--- src/rtl/nnis_pkg.sv ---
package nnis_pkg;

   localparam int PIXEL_W     = 32;
   localparam int ADDR_W      = 16;
   localparam int SRC_BUFFER_PIXELS = 65536;
   localparam int SRC_SIZE_W  = 9;
   localparam int DST_SIZE_W  = 13;
   localparam int SRC_IDX_W   = 8;
   localparam int DST_CNT_W   = 12;
   localparam int PROD_W      = DST_CNT_W + SRC_SIZE_W;
   localparam int BASE_W      = SRC_IDX_W + SRC_SIZE_W;
   localparam int DIV_CNT_W   = $clog2(PROD_W + 1);

   localparam logic [SRC_SIZE_W-1:0] MAX_SRC_WIDTH  = 9'd256;
   localparam logic [SRC_SIZE_W-1:0] MAX_SRC_HEIGHT = 9'd256;
   localparam logic [DST_SIZE_W-1:0] MAX_DST_SIDE   = 13'd4096;

   localparam logic ACTION_LOAD = 1'b0;
   localparam logic ACTION_EMIT = 1'b1;

   // sizes after clamping to their legal ranges
   typedef struct packed {
      logic [SRC_SIZE_W-1:0] src_width;
      logic [SRC_SIZE_W-1:0] src_height;
      logic [DST_SIZE_W-1:0] dst_width;
      logic [DST_SIZE_W-1:0] dst_height;
   } cfg_type;

endpackage

--- src/rtl/nnis_div.sv ---
module nnis_div (
   input  logic                           clock,
   input  logic                           reset,
   input  logic                           start,
   input  logic [nnis_pkg::PROD_W-1:0]    dividend,
   input  logic [nnis_pkg::DST_SIZE_W-1:0] divisor,
   input  logic [nnis_pkg::SRC_IDX_W-1:0] limit,
   output logic                           busy,
   output logic [nnis_pkg::SRC_IDX_W-1:0] quotient
);
   import nnis_pkg::*;

   logic [DIV_CNT_W-1:0]  cnt_ff, cnt_in;
   logic [DST_SIZE_W-1:0] rem_ff, rem_in;
   logic [PROD_W-1:0]     acc_ff, acc_in;
   logic [DST_SIZE_W:0]   trial;
   logic [DST_SIZE_W:0]   diff;
   logic                  ge;

   // restoring division: one quotient bit per cycle, shifted into acc
   assign trial = {rem_ff, acc_ff[PROD_W-1]};
   assign diff  = trial - {1'b0, divisor};
   assign ge    = trial >= {1'b0, divisor};
   assign busy  = cnt_ff != '0;

   always_comb begin
      cnt_in = cnt_ff;
      rem_in = rem_ff;
      acc_in = acc_ff;
      if (start) begin
         cnt_in = DIV_CNT_W'(PROD_W);
         rem_in = '0;
         acc_in = dividend;
      end else if (busy) begin
         cnt_in = cnt_ff - DIV_CNT_W'(1);
         rem_in = ge ? diff[DST_SIZE_W-1:0] : trial[DST_SIZE_W-1:0];
         acc_in = {acc_ff[PROD_W-2:0], ge};
      end
   end

   always_ff @(posedge clock) begin
      if (reset) begin
         cnt_ff <= '0;
      end else begin
         cnt_ff <= cnt_in;
      end
      rem_ff <= rem_in;
      acc_ff <= acc_in;
   end

   // saturate at the last source position
   assign quotient = (acc_ff > PROD_W'(limit)) ? limit : acc_ff[SRC_IDX_W-1:0];

endmodule
--- config.mk ---
export PLATFORM = sky130hd
export DESIGN_NAME = nnis_div
export DESIGN_NICKNAME = d
export VERILOG_FILES = /design/src/rtl/nnis_pkg.sv /design/src/rtl/nnis_div.sv
export SDC_FILE = /design/constraint.sdc
export NUM_CORES = 1
export LEC_CHECK = 0
export ABC_AREA = 0
export BUFFER_PORTS_ARGS = -buffer_cell sky130_fd_sc_hd__buf_2
export CORE_ASPECT_RATIO = 1.2
export CORE_MARGIN = 5
export CORE_UTILIZATION = 50
export CTS_BUF_LIST = sky130_fd_sc_hd__clkbuf_8 sky130_fd_sc_hd__clkbuf_16
export DETAILED_ROUTE_END_ITERATION = 8
export PLACE_DENSITY_LB_ADDON = 0.25
export SYNTH_ARGS = -nofsm -noshare
export SYNTH_HDL_FRONTEND = slang
export SYNTH_SLANG_ARGS = --single-unit
--- constraint.sdc ---
create_clock -name clock -period 3 [get_ports clock]
set_clock_uncertainty 0.1 [all_clocks]
set_input_delay 0.6 -clock clock [delete_from_list [all_inputs] [get_ports clock]]
set_output_delay 0.6 -clock clock [all_outputs]
set_load 0.1 [all_outputs]
==> impl_results.md <==
- Die height: 89.8 um
- DP Worst Slack: -0.270 ns
- First-pass GRT wire length: 10.3 mm
- DP HPWL: 4.42 mm
- Mapped Cells: 268
- Average routed wire per standard cell: 15.1 um
- DRT Pass-1 Iters: 4
- Clk sinks: 39
- Number of synthesized flops with an enable pin: 21
- ANT cells: 0
- DRT antenna net count: 0
- # IOs: 54
- Iter 0 DRT Violations: 83
- Power density cells: 685 nW/um^2
- Vias in the first global route: 2,185
- Arrival time worst endpoint: 2.39 ns
- Placed instance area: 3060 sq um
- Max Fanout on Critical Path: 4
- Via count: 2,149
- F_max: 323 MHz
- Crit path buf inv count: 2
- Maximum clock path buffer count: 2
- Placer Congestion: 0.830
- Clock buffer count from CTS: 5
- DIE AREA: 6870 sq um
- Yosys top cell area share: 0.238
- CTS Hold Buffers Added: 0
- Peak supply drop: 0.000363 V
- Sequential area share after synthesis: 0.373
- Post-layout minimum cycle time: 3.09 ns
- Hold Path Class: flop to flop
- Startpoint Class: flop
- Measured slew at the worst slew-check pin: 0.574 ns
- Crit path kind: flop to output pin
- Site Rows: 29
- Final setup fails: 8
- Clk root buf: clkbuf_8
- Clock transition at path regs: 0.07 ns
- Ys async rst share: 0
- Max transition margin: 0.616
- Req. time, crit path: 2.30 ns
- Syn Area/Cell: 9.90 sq um
- Top cells by count, synth: mux2_2 (29), inv_1 (28), nor2_1 (25)
- Synth area leader: edfxtp_1
- Netlist cell types: 43
- Crit path cell chain: ha_1 -> nand3_1 -> o21bai_1 -> a21oi_1 -> a211oi_2 -> a31oi_1 -> nor2_2 -> buf_6 -> mux2_4 -> buf_12
- Synthesized area: 2650 sq um
- Static leakage: 1.56 nW
- Main synth FF type: edfxtp_1
- GRT Util Overall: 0.178
- Final Cell Area: 3350 sq um
- DR DRC count: 0
- Synth warn: 0
- Hold Fails Final Rpt: 0
- Clock Latency Late Sink: 0.29 ns
- RSZ-0062 raised after global routing: true
- Remaining Overflow, GRT: 0
- Most frequent cell after synthesis: mux2_2
- Total Nets Final: 406
- Initial core utilization: 0.508
- Largest net degree at the start of global routing: 34
- Final hold slack: 0.394 ns
- CP endpoint kind: output pin
- Crit-path max cell delay: 0.43 ns
- Failing checks: setup timing
- Final Max Slew Viols: 0
- Net Count, Synth: 337
- Drt total wl: 6.03 mm
- Synthesis-stage register bit count: 39
- Initial antenna violation count: 0
- CP top delay family: compound AO/OA/AOI/OAI gates
- H-tree levels: 2
- Largest cells by area after synthesis: edfxtp_1 (24%), dfxtp_1 (14%), mux2_2 (12%)
- Layout area overhead: 26.1%
- Core area: 5230 sq um
- Layout cell share with drive strength beyond 1: 0.334
- Final WS setup: -0.0917 ns
- Setup TNS: -0.710 ns
- CTS tree: done
- Slowest cell on crit path: edfxtp_1
- Final period util: 1.03
- Status: finished, violations left
- Max-cap violation count: 0
- Die Wd: 76.5 um
- Port-buffer cells: 53
- Via/cell ratio: 5.37
==> layout by cell type, fill, tap and decap left out, drive strengths merged, types with 3 or more instances in the layout <==
| cell type | count |
|---|---|
| o21a | 6 |
| nor2b | 5 |
| nor4 | 3 |
| nand3 | 5 |
| ha | 23 |
| o21ai | 12 |
| buf | 69 |
| a211oi | 6 |
| xor2 | 3 |
| nand2 | 13 |
| mux2i | 9 |
| edfxtp | 21 |
| dfxtp | 18 |
| mux2 | 29 |
| nor3 | 6 |
| nor2 | 25 |
| xnor2 | 7 |
| a21o | 3 |
| a21oi | 12 |
| inv | 29 |
| nand3b | 3 |
| clkbuf | 5 |
| nand4 | 3 |
==> layer usage <==
| metal | global-route usage | wire, um |
|---|---|---|
| met1 | 0.221 | 2590 |
| met2 | 0.311 | 3130 |
| met3 | 0.0320 | 209 |
| met4 | 0.0539 | 100 |
| met5 | 0 | 0 |
==> layout make-up <==
| type | count | area, sq um |
|---|---|---|
| Clock buffer | 5 | 68.8 |
| Clock inverter | 3 | 16.3 |
| Fill cell | 469 | 1880 |
| Inverter | 28 | 105 |
| Multi-Input combinational cell | 194 | 1570 |
| Sequential cell | 39 | 991 |
| Tap cell | 62 | 77.6 |
| Timing Repair Buffer | 69 | 519 |
==> path summary, 6_finish.rpt <==
check / start / slack, ns / to / cells after the start
hold / removal: rem_ff[7]$_SDFFE_PP0P_ / 0.39 / rem_ff[7]$_SDFFE_PP0P_ / 2
hold reg to reg: rem_ff[7]$_SDFFE_PP0P_ / 0.39 / rem_ff[7]$_SDFFE_PP0P_ / 2
setup / recovery: acc_ff[4]$_DFFE_PP_ / -0.09 / quotient[0] / 10
setup reg to reg: acc_ff[20]$_DFFE_PP_ / 0.20 / rem_ff[1]$_SDFFE_PP0P_ / 11
==> logic make-up after synthesis <==
kind of cell	count (synthesis)	synth area share
simple gates	69	0.132
compound gates	53	0.136
xor+xnor	10	0.0330
fa+ha+maj	24	0.116
buf+inv	35	0.0523
flops	39	0.373
mux	38	0.157
==> report_power, final <==
| group | switching [mW] | internal [mW] | total [mW] |
|---|---|---|---|
| clock network | 0.186 | 0.159 | 0.346 |
| registers | 0.0950 | 0.708 | 0.803 |
| logic | 0.585 | 0.559 | 1.14 |
==> worst reg2reg max path: cells and delay by family (launching register included) <==
kind / cells / cell delay (ns)
flip-flops: 1 / 0.39
adder cells (fa/ha/maj): 2 / 0.46
AND/OR/NAND/NOR: 2 / 0.34
multiplexers: 1 / 0.33
AO/OA/AOI/OAI: 4 / 0.76
buffers and inverters: 2 / 0.33
==> stage by stage <==
stage | util | cells | total power [mW]
finish | 0.641 | 400 | 2.29
global route | 0.641 | 400 | 2.48
CTS | 0.637 | 398 | 2.30
detailed placement | 0.585 | 388 | 1.91
global placement | 0.585 | 388 | 1.88
floorplan | - | 268 | 1.65
==> state kept, by name, summed over array words and instances (netlist names) <==
signal,cells
acc_ff,21
cnt_ff,5
rem_ff,13
==> repair_timing <==
action,in CTS,in global routing
resized for setup,45,1
endpoints found under the hold margin,0,0
pin swaps,6,1
buffers inserted,2,2
endpoints found under the setup margin,8,8
Power figures use the tool's default switching activity.
