**src/rtl/nnis_pkg.sv**
```systemverilog
package nnis_pkg;

   localparam int PIXEL_W     = 32;
   localparam int ADDR_W      = 16;
   localparam int SRC_BUFFER_PIXELS = 65536;
   localparam int SRC_SIZE_W  = 9;
   localparam int DST_SIZE_W  = 13;
   localparam int SRC_IDX_W   = 8;
   localparam int DST_CNT_W   = 12;
   localparam int PROD_W      = DST_CNT_W + SRC_SIZE_W;
   localparam int BASE_W      = SRC_IDX_W + SRC_SIZE_W;
   localparam int DIV_CNT_W   = $clog2(PROD_W + 1);

   localparam logic [SRC_SIZE_W-1:0] MAX_SRC_WIDTH  = 9'd256;
   localparam logic [SRC_SIZE_W-1:0] MAX_SRC_HEIGHT = 9'd256;
   localparam logic [DST_SIZE_W-1:0] MAX_DST_SIDE   = 13'd4096;

   localparam logic ACTION_LOAD = 1'b0;
   localparam logic ACTION_EMIT = 1'b1;

   // sizes after clamping to their legal ranges
   typedef struct packed {
      logic [SRC_SIZE_W-1:0] src_width;
      logic [SRC_SIZE_W-1:0] src_height;
      logic [DST_SIZE_W-1:0] dst_width;
      logic [DST_SIZE_W-1:0] dst_height;
   } cfg_type;

endpackage

```
**src/rtl/nnis_csr.sv**
```systemverilog
module nnis_csr (
   input  logic              clock,
   input  logic              reset,
   input  logic              csr_psel,
   input  logic              csr_penable,
   input  logic              csr_pwrite,
   input  logic [3:0]        csr_paddr,
   input  logic [31:0]       csr_pwdata,
   output logic [31:0]       csr_prdata,
   output logic              csr_pready,
   output nnis_pkg::cfg_type cfg
);
   import nnis_pkg::*;

   localparam logic [1:0] REG_SRC_WIDTH  = 2'd0;
   localparam logic [1:0] REG_SRC_HEIGHT = 2'd1;
   localparam logic [1:0] REG_DST_WIDTH  = 2'd2;
   localparam logic [1:0] REG_DST_HEIGHT = 2'd3;

   logic [SRC_SIZE_W-1:0] src_width_ff,  src_height_ff;
   logic [DST_SIZE_W-1:0] dst_width_ff,  dst_height_ff;
   logic                  wr_en;
   logic [1:0]            reg_idx;

   function automatic logic [SRC_SIZE_W-1:0] clamp_src(input logic [SRC_SIZE_W-1:0] v,
                                                       input logic [SRC_SIZE_W-1:0] maxv);
      logic [SRC_SIZE_W-1:0] r;
      if (v == '0) r = SRC_SIZE_W'(1);
      else if (v > maxv) r = maxv;
      else r = v;
      return r;
   endfunction

   function automatic logic [DST_SIZE_W-1:0] clamp_dst(input logic [DST_SIZE_W-1:0] v);
      logic [DST_SIZE_W-1:0] r;
      if (v == '0) r = DST_SIZE_W'(1);
      else if (v > MAX_DST_SIDE) r = MAX_DST_SIDE;
      else r = v;
      return r;
   endfunction

   assign csr_pready = 1'b1;
   assign wr_en      = csr_psel & csr_penable & csr_pwrite;
   assign reg_idx    = csr_paddr[3:2];

   always_ff @(posedge clock) begin
      if (reset) begin
         src_width_ff  <= 9'd256;
         src_height_ff <= 9'd256;
         dst_width_ff  <= 13'd256;
         dst_height_ff <= 13'd256;
      end else if (wr_en) begin
         case (reg_idx)
            REG_SRC_WIDTH:  src_width_ff  <= csr_pwdata[SRC_SIZE_W-1:0];
            REG_SRC_HEIGHT: src_height_ff <= csr_pwdata[SRC_SIZE_W-1:0];
            REG_DST_WIDTH:  dst_width_ff  <= csr_pwdata[DST_SIZE_W-1:0];
            REG_DST_HEIGHT: dst_height_ff <= csr_pwdata[DST_SIZE_W-1:0];
            default: ;
         endcase
      end
   end

   always_comb begin
      case (reg_idx)
         REG_SRC_WIDTH:  csr_prdata = 32'(src_width_ff);
         REG_SRC_HEIGHT: csr_prdata = 32'(src_height_ff);
         REG_DST_WIDTH:  csr_prdata = 32'(dst_width_ff);
         REG_DST_HEIGHT: csr_prdata = 32'(dst_height_ff);
         default:        csr_prdata = '0;
      endcase
   end

   assign cfg.src_width  = clamp_src(src_width_ff, MAX_SRC_WIDTH);
   assign cfg.src_height = clamp_src(src_height_ff, MAX_SRC_HEIGHT);
   assign cfg.dst_width  = clamp_dst(dst_width_ff);
   assign cfg.dst_height = clamp_dst(dst_height_ff);

endmodule

```
**config.mk**
```make
export PLATFORM = sky130hd
export DESIGN_NAME = nnis_csr
export DESIGN_NICKNAME = d
export VERILOG_FILES = /design/src/rtl/nnis_pkg.sv /design/src/rtl/nnis_csr.sv
export SDC_FILE = /design/constraint.sdc
export NUM_CORES = 1
export LEC_CHECK = 0
export ABC_AREA = 1
export BUFFER_PORTS_ARGS = -buffer_cell sky130_fd_sc_hd__buf_2
export CORE_ASPECT_RATIO = 0.5
export CORE_MARGIN = 2
export CORE_UTILIZATION = 42
export DETAILED_ROUTE_END_ITERATION = 6
export GPL_ROUTABILITY_DRIVEN = 0
export PLACE_DENSITY = 0.78
export SETUP_SLACK_MARGIN = 0.5
export SYNTH_ARGS = -nofsm -noshare
export SYNTH_HDL_FRONTEND = slang
export SYNTH_SLANG_ARGS = --single-unit
```
**constraint.sdc**
```tcl
create_clock -name clock -period 0.8 [get_ports clock]
set_input_delay 0 -clock clock [delete_from_list [all_inputs] [get_ports clock]]
set_output_delay 0 -clock clock [all_outputs]
set_load 0.05 [all_outputs]
```
==> results of run 1 <==
-- what timing repair did --
item                                   4_1_cts
pin swaps                                   75
resized for setup                          309
gates cloned                                 4
setup buffers                                8
endpoints found under the hold margin        1
setup endpoints to repair                  101
-- per-stage QoR --
| stage | setup slack (ps) | instance area, sq um | std cells |
|---|---|---|---|
| 2_1_floorplan | -361 | 3560 | 395 |
| 3_3_place_gp | -472 | 4370 | 594 |
| 3_5_place_dp | -517 | 4370 | 594 |
| 4_1_cts | -684 | 5660 | 614 |
-- cells by family after synthesis --
group	after synthesis
flops	44
simple gates	122
other cells	2
buf+inv	94
compound gates	115
==> results.txt, run 1 <==
- The first error in the log reads "[ERROR DPL-0038] Utilization greater than 100%, impossible to legalize".
* Leading post-synthesis cells by cell area: sky130_fd_sc_hd__dfxtp_1 34%, sky130_fd_sc_hd__nand2_1 9.1%, sky130_fd_sc_hd__a21oi_1 8.0%
- Counting flops with a built-in enable in the synthesized netlist gives 0.
- Seq cells post-synth: 44
- Fraction of synthesized cell area in xor and xnor cells: 0
- Post-DP HPWL: 6590 um
- After the last repair the worst path ends at an output port.
* Number of buffers created by CTS: 5
* H-tree depth reported by CTS: 2
* Share of synthesized cell area in full adder, half adder and majority cells: 0
- In the global-route stage, repair_timing last flagged the worst endpoint as cfg[0].
- Number of standard-cell rows in the floorplan: 20
- Most numerous cell types in the synthesized netlist: 62 x sky130_fd_sc_hd__nand2_1, 54 x sky130_fd_sc_hd__inv_1, 50 x sky130_fd_sc_hd__nor2_1
- Post-Syn Area per Cell: 6.78 sq um
- Cell with the most instances after synthesis: sky130_fd_sc_hd__nand2_1
- Share of synthesized registers carrying an async set or reset: 0
- For this configuration, the core starts out at a cell density of 0.427.
* Post-synthesis instance area: 2560 sq um
- The floorplan step set the die height to 59.2 um.
- TritonCTS sink count: 44
- The run ended at 5_1_grt.
* Dominant register cell in the synthesized netlist: sky130_fd_sc_hd__dfxtp_1
- Yosys warns: 0
* Post-synthesis cell type with the largest combined area: sky130_fd_sc_hd__dfxtp_1
- Of the total synthesized cell area, the portion taken by AND, OR, NAND and NOR gates is 0.200.
* Post-synthesis instance total: 377
* Pin count of the biggest net entering global routing: 45
- The share of the synthesized area in compound gates (AO/OA/AOI/OAI) came to 0.273.
- Root buffer cell: sky130_fd_sc_hd__clkbuf_16
* Number of buffers on the longest clock path: 2
- Largest family of logic cells by synthesized area: compound AO/OA/AOI/OAI gates
- In this run the count of I/O pins placed on the die edge is 118.
- Of the post-synthesis cell area, the part taken by muxes is 0.
* Run status: did not finish
* Width of the chip: 114 um
* Post-synth top area share: 0.345
* Sequential fraction of the synthesis area: 0.345
- Number of different library cells in the post-synthesis netlist: 24
- Number of I/O port buffers: 76
==> inputs of run 2 (changes only) <==
Settings changed: CORE_ASPECT_RATIO 0.5 to unset, CORE_UTILIZATION 42 to 40, PLACE_DENSITY 0.78 to unset, PLACE_DENSITY_LB_ADDON set to 0.15, SETUP_SLACK_MARGIN 0.5 to unset.
Clock period 0.8 ns to 1.05 ns, I/O delays scaled along.
==> results.txt, run 2 <==
- Routed vias: 3,081
- GRT Residual Overflow: 0
- Post-route antenna net violation count: 0
- No sink is reached through more buffers than the 2 on the longest clock path.
* Leakage dissipation: 2.14 nW
- Number of cells on the worst hold path: 3
- The wire-length estimate of the detail-placed layout is 6090 um.
- Summed area of non-filler cells in the final layout: 5050 sq um
- Pin count of the biggest net entering global routing: 45
- Worst Setup Path Type: reg -> out
- In this run the most critical hold path is launched from csr_pwdata[5].
* Total iterations of the first detailed-routing run: 5
* Dominant register cell in the synthesized netlist: sky130_fd_sc_hd__dfxtp_1
- Initial antenna violation count: 0
- Counting cells, the worst reg-to-reg path comes to 4.
* Number of buffers created by CTS: 5
* Final hold violation count: 0
* Post-synthesis instance area: 2560 sq um
- Crit start category: flop
- The critical path crosses 6 cells after its start point.
* Starting Density: 0.407
* Fin crit share: 1.45
- Leading post-synthesis cells by cell area: sky130_fd_sc_hd__dfxtp_1 34%, sky130_fd_sc_hd__nand2_1 9.1%, sky130_fd_sc_hd__a21oi_1 8.0%
- Once placement completed, the tool counted placed cells totaling 580.
- IR analysis of the VDD net gives a maximum drop of 0.623 mV.
* TritonCTS clock tree: built
- Counting flops and latches in the post-synthesis netlist gives 44.
- The flow ran to the end, but the final reports show violations.
* Max-cap violations: 0
- Most frequent standard cell in the layout excluding fill and tap cells: sky130_fd_sc_hd__buf_6
- The largest individual stage delay along the critical path comes from the cell sky130_fd_sc_hd__dfxtp_4.
- The startpoint identified for the worst register-to-register timing path is dst_height_ff[0].
* Registers with the most flip-flops: dst_height_ff x13, dst_width_ff x13
* Power density over the cells: 796 nW/um^2
- Worst setup timing slack at the placement stage: -274 ps
- Via count normalized by instance count: 5.12
- Crit path max-delay family: simple AND/OR/NAND/NOR gates
- Root buffer cell: sky130_fd_sc_hd__clkbuf_8
* Clock period minus final worst setup slack: 1520 ps
- Pin placement for this block handled 118 I/O pins.
* Critical path startpoint: dst_height_ff[7]
* Number of standard cells in the layout, taps in and fillers out: 602
- Clock insertion delay at the later pin of the skew report: 290 ps
* Worst EP arrival: 1520 ps
- Summed over all instances, the cell type with the most area after synthesis is sky130_fd_sc_hd__dfxtp_1.
* Max Clock Skew: 0 ps
* Share of synthesized registers carrying an async set or reset: 0
- Synthesis produced 377 cells.
- For this block, the routed nets add up to 10,000 um of wire.
- The via count of the first global-routing pass is 2,954.
- The first global-routing pass estimated 14,900 um of wire.
- In this run the tool buffered the top-level ports with 76 buffer cells.
* Worst-path cell chain: nor2_4, nand2_2, nor2_4, nand2_4, a21oi_4, buf_6
- The region available for standard cell placement spans 6280 sq um.
* Buffers plus inverters on the worst setup path: 1
- Cell with the most instances after synthesis: sky130_fd_sc_hd__nand2_1
- Number of different library cells in the post-synthesis netlist: 24
* Number of standard-cell rows in the floorplan: 29
* Post-placement cell area: 3820 sq um
- Final setup vio count: 50
- The floorplan step defined a die boundary enclosing 7050 sq um.
- Clock-pin slew was measured on the worst setup and hold paths at 80 ps.
* Number of enable flip-flop cells after synthesis: 0
- Averaged over all synthesized cells, the footprint is 6.78 sq um.
- Worst Path Max Fanout: 5
* Number of filler instances in the final layout: 415
* Sequential fraction of the synthesis area: 0.345
- Static timing analysis puts the maximum clock frequency at 656 MHz.
* Vert. Die Dim: 83.9 um
- Summing all multi-input logic gate instances after layout gives 2070 sq um.
* Final antenna diode count: 0
- Final routed DRC violation total: 0
- Setup repair after global routing could not meet its margin everywhere.
* Most numerous cell types in the synthesized netlist: 62 x sky130_fd_sc_hd__nand2_1, 54 x sky130_fd_sc_hd__inv_1, 50 x sky130_fd_sc_hd__nor2_1
- FF/Latch Area: 948 sq um
- After the last flow step, the layout net total stands at 566.
- Setup slack on the critical path of the routed design comes to -473 ps.
* Total routing resource utilization after global routing: 0.266
- STA classifies the critical path endpoint as an output pin.
- At the end of the flow the core is filled with cells to 0.804.
* Final total negative setup slack: -11,960 ps
* Req. time, crit path: 1050 ps
- Most frequent cells in the layout: 77 x sky130_fd_sc_hd__buf_6, 40 x sky130_fd_sc_hd__buf_4, 35 x sky130_fd_sc_hd__nor2_4
- Violations in the final reports: negative setup slack
- H-tree depth reported by CTS: 2
- Area growth from synthesis to layout: 97.5%
- The count of pins over their slew limit came to 0.
* Ratio of cells with drive above 1 in the final layout: 0.669
- Slowest cell delay on critical path: 370 ps
- DR WL/cell: 16.6 um
- Yosys printed 0 warnings.
- The detailed router finished its first iteration with 150 violations.
* Width of the chip: 83.9 um
- The cell that appears most often on the critical path is sky130_fd_sc_hd__nor2_4.
* TritonCTS sink count: 44
- Post-synth top area share: 0.345
* Class of the tightest hold or removal check: in -> reg
## run 2: cell families (layout without fill, tap and decap cells)
logic type      after synthesis  after routing  share of synthesized area
other cells                   2             20                    0.00294
compound gates              115            115                      0.273
simple gates                122            124                      0.200
flops                        44             44                      0.345
buf+inv                      94            222                      0.180
## run 2: worst paths after layout
| path | end | slack (ps) |
|---|---|---|
| setup / recovery | cfg[1] | -470 |
| hold / removal | dst_width_ff[5] | 40 |
| setup reg to reg | dst_height_ff[0] | 70 |
| hold reg to reg | dst_height_ff[9] | 630 |
## run 2: report_power, final
part / internal [mW] / switching [mW]
registers: 1.69 / 0.0329
logic: 0.421 / 0.834
clock network: 0.454 / 0.583
total: 2.57 / 1.45
## run 2: cell type report
cell class	instances	share of cell area
well taps	77	0.0191
repair buffers	157	0.315
flip-flops and latches	44	0.188
clock inverters	1	0.000992
clock buffers	6	0.0144
repair inverters	1	0.00149
multi-input cells	259	0.410
inverters	57	0.0518
## run 2: worst min-delay path: cells and delay by family
family | cells | cell delay, ps
buffers and inverters | 2 | 180
AOI/OAI and AO/OA | 1 | 130
## run 2: per-stage QoR
stage	hold slack [ps]	power (mW)
floorplan	130	2.51
global placement	282	2.71
detailed placement	283	2.72
CTS	24.4	3.92
global route	37.4	4.15
finish	36.4	4.02
## run 2: layer usage
layer,track usage,part of all wire,wire length [um]
met2,0.467,0.53,5340
met5,0,0,0
met4,0.0733,0.023,231
met3,0.0435,0.051,510
met1,0.338,0.39,3940
## run 2: what timing repair did
| item | 4_1_cts | 5_1_grt |
|---|---|---|
| setup buffers | 4 | 13 |
| gates cloned | 2 | 1 |
| endpoints found under the setup margin | 57 | 54 |
| pin swaps | 44 | 25 |
| hold buffers | 4 | 0 |
| hold endpoints to repair | 8 | 0 |
| resized for setup | 254 | 75 |
Power figures use the tool's default switching activity.
